`config.mk`:
```
export PLATFORM = sky130hd
export DESIGN_NAME = rounded_rect_aa_pixel
export DESIGN_NICKNAME = d
export VERILOG_FILES = /design/src/sv/rra_pkg.sv /design/src/sv/rra_regs.sv /design/src/sv/rra_front.sv /design/src/sv/rra_sqrt_cell.sv /design/src/sv/rra_shade.sv /design/src/sv/rounded_rect_aa_pixel.sv
export SDC_FILE = /design/constraint.sdc
export NUM_CORES = 2
export LEC_CHECK = 0
export ABC_AREA = 1
export BUFFER_PORTS_ARGS = -buffer_cell sky130_fd_sc_hd__buf_4
export CORE_UTILIZATION = 35
export CTS_CLUSTER_SIZE = 28
export DETAILED_ROUTE_END_ITERATION = 10
export MAX_ROUTING_LAYER = met4
export SYNTH_ARGS = -nofsm -noshare
export SYNTH_HDL_FRONTEND = slang
export SYNTH_SLANG_ARGS = --single-unit
```
`constraint.sdc`:
```
create_clock -name clk -period 6.4 [get_ports clk]
set_input_delay 0.64 -clock clk [delete_from_list [all_inputs] [get_ports clk]]
set_output_delay 0.64 -clock clk [all_outputs]
set_load 0.03 [all_outputs]
```
`src/sv/rra_pkg.sv`:
```
// Shared types and constants for the rounded rectangle pixel shader.
package rra_pkg;

  // Field and register widths
  localparam int PIX_W      = 10;
  localparam int CFG_DIM_W  = 11;
  localparam int CFG_RAD_W  = 10;
  localparam int COLOR_W    = 32;
  localparam int ALPHA_W    = 8;
  localparam int ADDR_W     = 4;
  localparam int DATA_W     = 32;

  // Doubled offset, squares, sqrt datapath
  localparam int D_W     = CFG_RAD_W + 1;
  localparam int SQ_W    = 2 * D_W;
  localparam int S_W     = SQ_W + 1;
  localparam int FRAC_SH = 16;
  localparam int Q_W     = (S_W + FRAC_SH + 1) / 2;
  localparam int RAD_W   = 2 * Q_W;
  localparam int REM_W   = Q_W + 2;

  // Register map (word index)
  localparam logic [1:0] REG_FRAME_WIDTH  = 2'd0;
  localparam logic [1:0] REG_FRAME_HEIGHT = 2'd1;
  localparam logic [1:0] REG_CORNER_RAD   = 2'd2;
  localparam logic [1:0] REG_FILL_COLOR   = 2'd3;

  // Reset values
  localparam logic [CFG_DIM_W-1:0] RST_FRAME_DIM = CFG_DIM_W'(1);
  localparam logic [CFG_RAD_W-1:0] RST_RADIUS    = '0;
  localparam logic [COLOR_W-1:0]   RST_COLOR     = '0;

  // Pixel classification carried down the pipe
  typedef enum logic [1:0] {
    KIND_ZERO,
    KIND_SOLID,
    KIND_EDGE,
    KIND_ARC
  } kind_t;

  // Saturated configuration and derived squares
  typedef struct packed {
    logic [CFG_DIM_W-1:0] w;
    logic [CFG_DIM_W-1:0] h;
    logic [CFG_RAD_W-1:0] r;
    logic [SQ_W-1:0]      inner_sq;
    logic [SQ_W-1:0]      outer_sq;
    logic [COLOR_W-1:0]   color;
  } cfg_t;

  // One beat moving through the square root cells
  typedef struct packed {
    logic            vld;
    kind_t           kind;
    logic [RAD_W-1:0] rad;
    logic [REM_W-1:0] rem;
    logic [Q_W-1:0]   root;
  } root_beat_t;

endpackage

```
`src/sv/rra_regs.sv`:
```
// APB configuration registers with saturation and radius squares.
module rra_regs import rra_pkg::*; #(
  parameter int MAX_DIM = 1024
) (
  input  logic              clk,
  input  logic              rst_n,
  input  logic              psel,
  input  logic              penable,
  input  logic              pwrite,
  input  logic [ADDR_W-1:0] paddr,
  input  logic [DATA_W-1:0] pwdata,
  output logic [DATA_W-1:0] prdata,
  output cfg_t              cfg
);

  localparam int DIM_LIM_I = (MAX_DIM < 2047) ? MAX_DIM : 2047;
  localparam int RAD_LIM_I = (MAX_DIM / 2 < 1023) ? MAX_DIM / 2 : 1023;
  localparam logic [CFG_DIM_W-1:0] DIM_LIM = CFG_DIM_W'(DIM_LIM_I);
  localparam logic [CFG_RAD_W-1:0] RAD_LIM = CFG_RAD_W'(RAD_LIM_I);

  logic [CFG_DIM_W-1:0] width_r, height_r;
  logic [CFG_RAD_W-1:0] radius_r;
  logic [COLOR_W-1:0]   color_r;
  logic [SQ_W-1:0]      inner_sq_r, outer_sq_r;
  logic [SQ_W-1:0]      inner_sq_nxt, outer_sq_nxt;
  logic [CFG_RAD_W-1:0] r_sat;
  logic [D_W-1:0]       inner, outer;
  logic                 wr_en;

  assign wr_en = psel & penable & pwrite;

  // register writes
  always_ff @(posedge clk) begin
    if (!rst_n) begin
      width_r  <= RST_FRAME_DIM;
      height_r <= RST_FRAME_DIM;
      radius_r <= RST_RADIUS;
      color_r  <= RST_COLOR;
    end else if (wr_en) begin
      case (paddr[3:2])
        REG_FRAME_WIDTH:  width_r  <= pwdata[CFG_DIM_W-1:0];
        REG_FRAME_HEIGHT: height_r <= pwdata[CFG_DIM_W-1:0];
        REG_CORNER_RAD:   radius_r <= pwdata[CFG_RAD_W-1:0];
        REG_FILL_COLOR:   color_r  <= pwdata;
        default: ;
      endcase
    end
  end

  // read mux
  always_comb begin
    case (paddr[3:2])
      REG_FRAME_WIDTH:  prdata = DATA_W'(width_r);
      REG_FRAME_HEIGHT: prdata = DATA_W'(height_r);
      REG_CORNER_RAD:   prdata = DATA_W'(radius_r);
      REG_FILL_COLOR:   prdata = color_r;
      default:          prdata = '0;
    endcase
  end

  // clamp sizes to the supported frame
  assign r_sat = (radius_r > RAD_LIM) ? RAD_LIM : radius_r;
  assign cfg.w = (width_r > DIM_LIM) ? DIM_LIM : width_r;
  assign cfg.h = (height_r > DIM_LIM) ? DIM_LIM : height_r;
  assign cfg.r = r_sat;
  assign cfg.color = color_r;

  // (2r-1)^2 and (2r+1)^2, registered from the saturated radius register
  assign inner = {r_sat, 1'b0} - D_W'(1);
  assign outer = {r_sat, 1'b1};
  assign inner_sq_nxt = SQ_W'(inner) * SQ_W'(inner);
  assign outer_sq_nxt = SQ_W'(outer) * SQ_W'(outer);

  always_ff @(posedge clk) begin
    inner_sq_r <= inner_sq_nxt;
    outer_sq_r <= outer_sq_nxt;
  end

  assign cfg.inner_sq = inner_sq_r;
  assign cfg.outer_sq = outer_sq_r;

endmodule

```
`src/sv/rra_front.sv`:
```
// Corner selection, doubled offsets, squares and band classification.
module rra_front import rra_pkg::*; (
  input  logic             clk,
  input  logic             rst_n,
  input  logic             in_vld,
  input  logic [PIX_W-1:0] in_x,
  input  logic [PIX_W-1:0] in_y,
  input  cfg_t             cfg,
  output root_beat_t       beat
);

  logic                 in_frame, left, right, top, bottom;
  logic [CFG_DIM_W-1:0] xr_sum, yr_sum, xr_ofs, yr_ofs;
  logic [CFG_RAD_W-1:0] xl_ofs, yl_ofs;
  logic [D_W-1:0]       ddx_l, ddx_r, ddy_t, ddy_b;

  logic           s1_vld_r;
  kind_t          s1_kind_r, s1_kind_nxt;
  logic [D_W-1:0] s1_ax_r, s1_ax_nxt, s1_ay_r, s1_ay_nxt;

  logic            s2_vld_r;
  kind_t           s2_kind_r;
  logic [SQ_W-1:0] s2_sqx_r, s2_sqy_r;

  logic [S_W-1:0]  s_sum;
  kind_t           s3_kind_nxt;
  logic            s3_vld_r;
  kind_t           s3_kind_r;
  logic [S_W-1:0]  s3_sum_r;

  // stage 1: which corner holds the pixel and its doubled offsets
  assign in_frame = ({1'b0, in_x} < cfg.w) && ({1'b0, in_y} < cfg.h);
  assign xr_sum   = {1'b0, in_x} + CFG_DIM_W'(cfg.r);
  assign yr_sum   = {1'b0, in_y} + CFG_DIM_W'(cfg.r);
  assign left     = in_x < cfg.r;
  assign top      = in_y < cfg.r;
  assign right    = xr_sum >= cfg.w;
  assign bottom   = yr_sum >= cfg.h;

  assign xl_ofs = cfg.r - in_x;
  assign yl_ofs = cfg.r - in_y;
  assign xr_ofs = xr_sum - cfg.w;
  assign yr_ofs = yr_sum - cfg.h;
  assign ddx_l  = {xl_ofs, 1'b0} - D_W'(1);
  assign ddy_t  = {yl_ofs, 1'b0} - D_W'(1);
  assign ddx_r  = {xr_ofs[CFG_RAD_W-1:0], 1'b1};
  assign ddy_b  = {yr_ofs[CFG_RAD_W-1:0], 1'b1};

  always_comb begin
    s1_kind_nxt = KIND_ARC;
    s1_ax_nxt   = ddx_l;
    s1_ay_nxt   = ddy_t;
    if (!in_frame) begin
      s1_kind_nxt = KIND_ZERO;
    end else if (left && top) begin
      s1_ax_nxt = ddx_l;
      s1_ay_nxt = ddy_t;
    end else if (right && top) begin
      s1_ax_nxt = ddx_r;
      s1_ay_nxt = ddy_t;
    end else if (left && bottom) begin
      s1_ax_nxt = ddx_l;
      s1_ay_nxt = ddy_b;
    end else if (right && bottom) begin
      s1_ax_nxt = ddx_r;
      s1_ay_nxt = ddy_b;
    end else begin
      s1_kind_nxt = KIND_SOLID;
    end
  end

  // stage 3: squared distance against the inner and outer circles
  assign s_sum = {1'b0, s2_sqx_r} + {1'b0, s2_sqy_r};

  always_comb begin
    s3_kind_nxt = s2_kind_r;
    if (s2_kind_r == KIND_ARC) begin
      if (s_sum <= {1'b0, cfg.inner_sq}) begin
        s3_kind_nxt = KIND_SOLID;
      end else if (s_sum < {1'b0, cfg.outer_sq}) begin
        s3_kind_nxt = KIND_EDGE;
      end else begin
        s3_kind_nxt = KIND_ZERO;
      end
    end
  end

  // valid bits
  always_ff @(posedge clk) begin
    if (!rst_n) begin
      s1_vld_r <= 1'b0;
      s2_vld_r <= 1'b0;
      s3_vld_r <= 1'b0;
    end else begin
      s1_vld_r <= in_vld;
      s2_vld_r <= s1_vld_r;
      s3_vld_r <= s2_vld_r;
    end
  end

  // payload; stage 2 squares the offsets
  always_ff @(posedge clk) begin
    s1_kind_r <= s1_kind_nxt;
    s1_ax_r   <= s1_ax_nxt;
    s1_ay_r   <= s1_ay_nxt;
    s2_kind_r <= s1_kind_r;
    s2_sqx_r  <= SQ_W'(s1_ax_r) * SQ_W'(s1_ax_r);
    s2_sqy_r  <= SQ_W'(s1_ay_r) * SQ_W'(s1_ay_r);
    s3_kind_r <= s3_kind_nxt;
    s3_sum_r  <= s_sum;
  end

  // radicand is S scaled by 2^16 so the root carries 8 fraction bits
  assign beat.vld  = s3_vld_r;
  assign beat.kind = s3_kind_r;
  assign beat.rad  = {{(RAD_W - S_W - FRAC_SH){1'b0}}, s3_sum_r, {FRAC_SH{1'b0}}};
  assign beat.rem  = '0;
  assign beat.root = '0;

endmodule

```
`src/sv/rra_sqrt_cell.sv`:
```
// One digit step of the restoring integer square root.
module rra_sqrt_cell import rra_pkg::*; #(
  parameter int IDX = 0
) (
  input  logic       clk,
  input  logic       rst_n,
  input  root_beat_t beat_in,
  output root_beat_t beat_out
);

  logic [REM_W-1:0] rem_sh, trial;
  logic             fits;
  logic             vld_r;
  root_beat_t       beat_r, beat_nxt;

  // bring down two radicand bits, try root*4+1
  assign rem_sh = {beat_in.rem[REM_W-3:0], beat_in.rad[2*IDX+1 -: 2]};
  assign trial  = {beat_in.root, 2'b01};
  assign fits   = rem_sh >= trial;

  always_comb begin
    beat_nxt      = beat_in;
    beat_nxt.rem  = fits ? (rem_sh - trial) : rem_sh;
    beat_nxt.root = {beat_in.root[Q_W-2:0], fits};
  end

  always_ff @(posedge clk) begin
    if (!rst_n) begin
      vld_r <= 1'b0;
    end else begin
      vld_r <= beat_nxt.vld;
    end
  end

  always_ff @(posedge clk) begin
    beat_r <= beat_nxt;
  end

  // payload from the data register, valid from the reset register
  always_comb begin
    beat_out     = beat_r;
    beat_out.vld = vld_r;
  end

endmodule

```
`src/sv/rra_shade.sv`:
```
// Edge coverage from the root, alpha scaling and output register.
module rra_shade import rra_pkg::*; (
  input  logic               clk,
  input  logic               rst_n,
  input  root_beat_t         beat,
  input  cfg_t               cfg,
  output logic               out_valid,
  output logic [COLOR_W-1:0] out_argb
);

  logic [Q_W-1:0]     outer_q8, diff;
  logic [ALPHA_W-1:0] frac_nxt;

  logic               f1_vld_r;
  kind_t              f1_kind_r;
  logic [ALPHA_W-1:0] f1_frac_r;

  logic [2*ALPHA_W-1:0] alpha_prod;
  logic [COLOR_W-1:0]   argb_nxt;
  logic                 out_valid_r;
  logic [COLOR_W-1:0]   out_argb_r;

  // coverage = ((2r+1)*256 - q) / 2, clamped to 255
  assign outer_q8 = Q_W'({cfg.r, 1'b1, {ALPHA_W{1'b0}}});
  assign diff     = outer_q8 - beat.root;
  assign frac_nxt = (|diff[Q_W-1:ALPHA_W+1]) ? {ALPHA_W{1'b1}} : diff[ALPHA_W:1];

  // new alpha and final select
  assign alpha_prod = f1_frac_r * cfg.color[COLOR_W-1 -: ALPHA_W];

  always_comb begin
    case (f1_kind_r)
      KIND_SOLID: argb_nxt = cfg.color;
      KIND_EDGE:  argb_nxt = {alpha_prod[2*ALPHA_W-1:ALPHA_W],
                              cfg.color[COLOR_W-ALPHA_W-1:0]};
      default:    argb_nxt = '0;
    endcase
  end

  always_ff @(posedge clk) begin
    if (!rst_n) begin
      f1_vld_r    <= 1'b0;
      out_valid_r <= 1'b0;
    end else begin
      f1_vld_r    <= beat.vld;
      out_valid_r <= f1_vld_r;
    end
  end

  always_ff @(posedge clk) begin
    f1_kind_r  <= beat.kind;
    f1_frac_r  <= frac_nxt;
    out_argb_r <= argb_nxt;
  end

  assign out_valid = out_valid_r;
  assign out_argb  = out_argb_r;

endmodule

```
`src/sv/rounded_rect_aa_pixel.sv`:
```
// Anti-aliased rounded rectangle pixel shader, top level.
// Pipeline from start to out_valid: 3 front stages, 20 root cells, 2 shade.
// Throughput: one pixel per cycle; each root cell resolves one bit and passes it on.
// busy stays low; results appear for one cycle and cannot be held off.
// Reset (synchronous, rst_n low): pipeline valid bits clear; registers return to
// width 1, height 1, radius 0, color 0.
module rounded_rect_aa_pixel import rra_pkg::*; #(
  parameter int MAX_DIM = 1024
) (
  input  logic               clk,
  input  logic               rst_n,
  input  logic               start,
  output logic               busy,
  input  logic [PIX_W-1:0]   in_pixel_x,
  input  logic [PIX_W-1:0]   in_pixel_y,
  output logic               out_valid,
  output logic [COLOR_W-1:0] out_pixel_argb,
  input  logic               psel,
  input  logic               penable,
  input  logic               pwrite,
  input  logic [ADDR_W-1:0]  paddr,
  input  logic [DATA_W-1:0]  pwdata,
  output logic [DATA_W-1:0]  prdata,
  output logic               pready
);

  cfg_t       cfg;
  root_beat_t beat [Q_W+1];
  logic       in_vld;

  assign busy   = 1'b0;
  assign pready = 1'b1;
  assign in_vld = start & ~busy;

  rra_regs #(
    .MAX_DIM(MAX_DIM)
  ) u_regs (
    .clk    (clk),
    .rst_n  (rst_n),
    .psel   (psel),
    .penable(penable),
    .pwrite (pwrite),
    .paddr  (paddr),
    .pwdata (pwdata),
    .prdata (prdata),
    .cfg    (cfg)
  );

  rra_front u_front (
    .clk   (clk),
    .rst_n (rst_n),
    .in_vld(in_vld),
    .in_x  (in_pixel_x),
    .in_y  (in_pixel_y),
    .cfg   (cfg),
    .beat  (beat[0])
  );

  // root cells, most significant digit first
  for (genvar i = 0; i < Q_W; i++) begin : g_cell
    rra_sqrt_cell #(
      .IDX(Q_W - 1 - i)
    ) u_cell (
      .clk     (clk),
      .rst_n   (rst_n),
      .beat_in (beat[i]),
      .beat_out(beat[i+1])
    );
  end

  rra_shade u_shade (
    .clk      (clk),
    .rst_n    (rst_n),
    .beat     (beat[Q_W]),
    .cfg      (cfg),
    .out_valid(out_valid),
    .out_argb (out_pixel_argb)
  );

endmodule
```
==> results_dict.tcl <==
set metrics [dict create \
    rows 150 \
    cpPeakStageDelay_ps 550 \
    antenna_found_initial 3 \
    fin_cells 9887 \
    cp_common_cell "fa_1" \
    setup_violations 0 \
    finalCritPeriodShare_pct 94.7 \
    dieHeight_um 412 \
    dr_total_vias 46410 \
    hp-class "input pin to register" \
    path_class "register to register" \
    cts_root_buf "clkbuf_16" \
    rsz0062_at_grt "yes" \
    firstDrtPassIters 6 \
    cts_sinks 959 \
    endpoint_kind "register" \
    path_clk_slew_ps 60 \
    final_antenna_net_count 0 \
    post-route-drc-count 0 \
    cts_hold_buf 0 \
    yosysMostFrequentCell "nand2_1" \
    htree_num_levels 3 \
    routed_wirelength_um 148000 \
    max_slew_margin_pct 24.8 \
    start_util_pct 35.2 \
    cp_slowest_cell "fa_1" \
    wire_per_inst_um 15.0 \
    netlist_area_mm2 0.0589 \
    setup_tns_ps 0 \
    outcome "complete, no violations" \
    synth_cell_types 70 \
    fmax_ghz 0.165 \
    async_reset_ff_share_pct 0 \
    clk_path_buf_depth 3 \
    cp-start-kind "register" \
    yosysSeqAreaShare_pct 32.6 \
    hold_violations 0 \
    synth_edf_count 0 \
    avgViaCountPerCell 4.69 \
    grt_pass1_vias 46407 \
    cts_buffers 104 \
    timing_max_transition_violations_final 0 \
    synth_area_leaders "dfxtp_1 33%, ha_1 13%, fa_1 10%" \
    routabilityCongestion 0.985 \
    synth-main-ff-cell "dfxtp_1" \
    min_period_ps 6060 \
    grt_usage_pct 18.0 \
    grt_pass1_wl_um 241000 \
    cts_tree "built" \
    clock_latency_ps 730 \
    maxCapViolations 0 \
    fill_cells 16947 \
    grt_max_degree 90 \
    synth_commonest_cells "1413 x nand2_1, 1364 x inv_1, 959 x dfxtp_1" \
    drtIter0Drc 2851 \
    avgSynthCellArea_um2 7.95 \
    cp_max_fo 5 \
    fin_skew_ps 64.4 \
    die-area_mm2 0.170 \
    io_buffer_count 124 \
    place.detailed.hpwl_um 120000 \
    synth_cells 7409 \
    syn2layout_area_growth_pct 12.6 \
    synth-seq-cells 959 \
    synth-warning-count 0 \
    yosysTopAreaCell "dfxtp_1" \
    drive_gt1_share_pct 6.98 \
    synth_top_area_share_pct 32.6 \
    overflow 0 \
    crit_arrival_ps 6650 \
    dp_cells 9687 \
    core_region_area_mm2 0.167 \
    required_ps 6990 \
    nets 8560 \
    die_width_um 412 \
    tightest_slew_ps 1130 \
    io_pins 129 \
]
[cell families (layout without fill, tap and decap cells)]
group,count (synthesis),in the layout,synth area share (%)
AO/OA/AOI/OAI,1067,1067,10.2
AND/OR/NAND/NOR,2563,2563,18.3
other,2,18,0.0127
adder cells (fa/ha/maj),907,907,23.1
buffers and inverters,1513,1771,9.90
flip-flops,959,959,32.6
XOR/XNOR,398,398,5.93
[registers in the layout (all words and copies together), names as in the netlist, 19 cells and up]
signal / cells
g_cell.u_cell.vld_r: 20
u_front.s2_sqx_r: 20
u_front.s2_sqy_r: 20
u_front.s3_sum_r: 21
u_regs.outer_sq_r: 19
u_regs.inner_sq_r: 19
u_regs.color_r: 32
g_cell.u_cell.beat_out: 703
u_shade.out_argb: 32
[placed cells by master, fill, tap and decap left out, types with 12 or more instances in the layout]
master      Yosys  routed
nand2_1      1413    1407
inv_1        1364    1362
dfxtp_1       959     959
ha_1          608     605
nor2_1        539     537
a21oi_1       446     441
o21ai_0       365     364
fa_1          299     299
nand3_1       288     287
xor2_1        241     241
buf_4          17     185
xnor2_1       156     156
clkbuf_16       0     104
nor3_1         96      95
nand4_1        75      75
or2_2          34      34
o21ai_1        33      34
a21o_1         33      33
o21bai_1       31      31
nor4_1         30      30
a31oi_1        27      27
inv_2          24      24
o2111ai_1      22      22
o21ai_2        22      22
nand2_2        15      21
nand3b_1       21      21
nor2_2         18      18
conb_1          2      15
clkinv_2        0      15
clkinvlp_4      0      14
clkbuf_8        0      14
bufinv_16       0      14
clkbuf_1       68      14
o31ai_1        13      13
o21a_1         12      12
[worst max-delay path: cells and delay by family, from the launching register on]
kind                       cells  cell delay (ps)
adders and majority gates      7             3070
and+or+nand+nor               11             1190
buffers and inverters          8              750
AOI/OAI and AO/OA              4              590
DFF                            1              310
[layout make-up]
type                    count  area [um^2]  share of cell area [%]
diodes                      3         7.51                  0.0113
clock buffers             132         2850                    4.29
clock inverters            63          861                    1.30
inverters                1391         5230                    7.88
multi-input cells        4950        34100                    51.3
flip-flops and latches    959        19200                    28.9
well taps                2204         2760                    4.16
repair buffers            185         1390                    2.09
[path summary, 6_finish.rpt]
kind	to	start	cells past startpoint	slack [ps]
max	u_regs.inner_sq_r[14]	u_regs.radius_r[7]	30	340
min	u_front.s1_vld_r	start	3	100
max reg2reg	u_regs.inner_sq_r[14]	u_regs.radius_r[7]	30	340
min reg2reg	g_cell[9].u_cell.beat_out[61]	g_cell[8].u_cell.beat_out[61]	0	300
[stage by stage]
stage / hold slack [ps] / utilization [%] / area (um^2) / setup slack [ps]
5_1_grt: 98.7 / 39.7 / 66300 / -61.1
6_report: 100 / 39.7 / 66300 / 341
2_1_floorplan: 310 / - / 59000 / -19.4
3_3_place_gp: 310 / 37.4 / 62500 / 154
3_5_place_dp: 312 / 37.4 / 62500 / 199
4_1_cts: 23.7 / 39.6 / 66200 / 152
[what timing repair did]
item                       in CTS  in global routing
gates resized for setup         0                 24
setup endpoints to repair       0                 12
setup buffers                   0                  2
[routing by layer]
layer / up-vias / track usage [%] / wire length (um)
met4: 0 / 4.64 / 3690
met1: 21624 / 24.1 / 71100
met2: 806 / 29.0 / 67400
li1: 23779 / - / -
met3: 201 / 1.91 / 5740
met5: - / - / 0
Power is not shown: default switching activity piles up to over one toggle a cycle in this logic, so the estimate is an artifact.
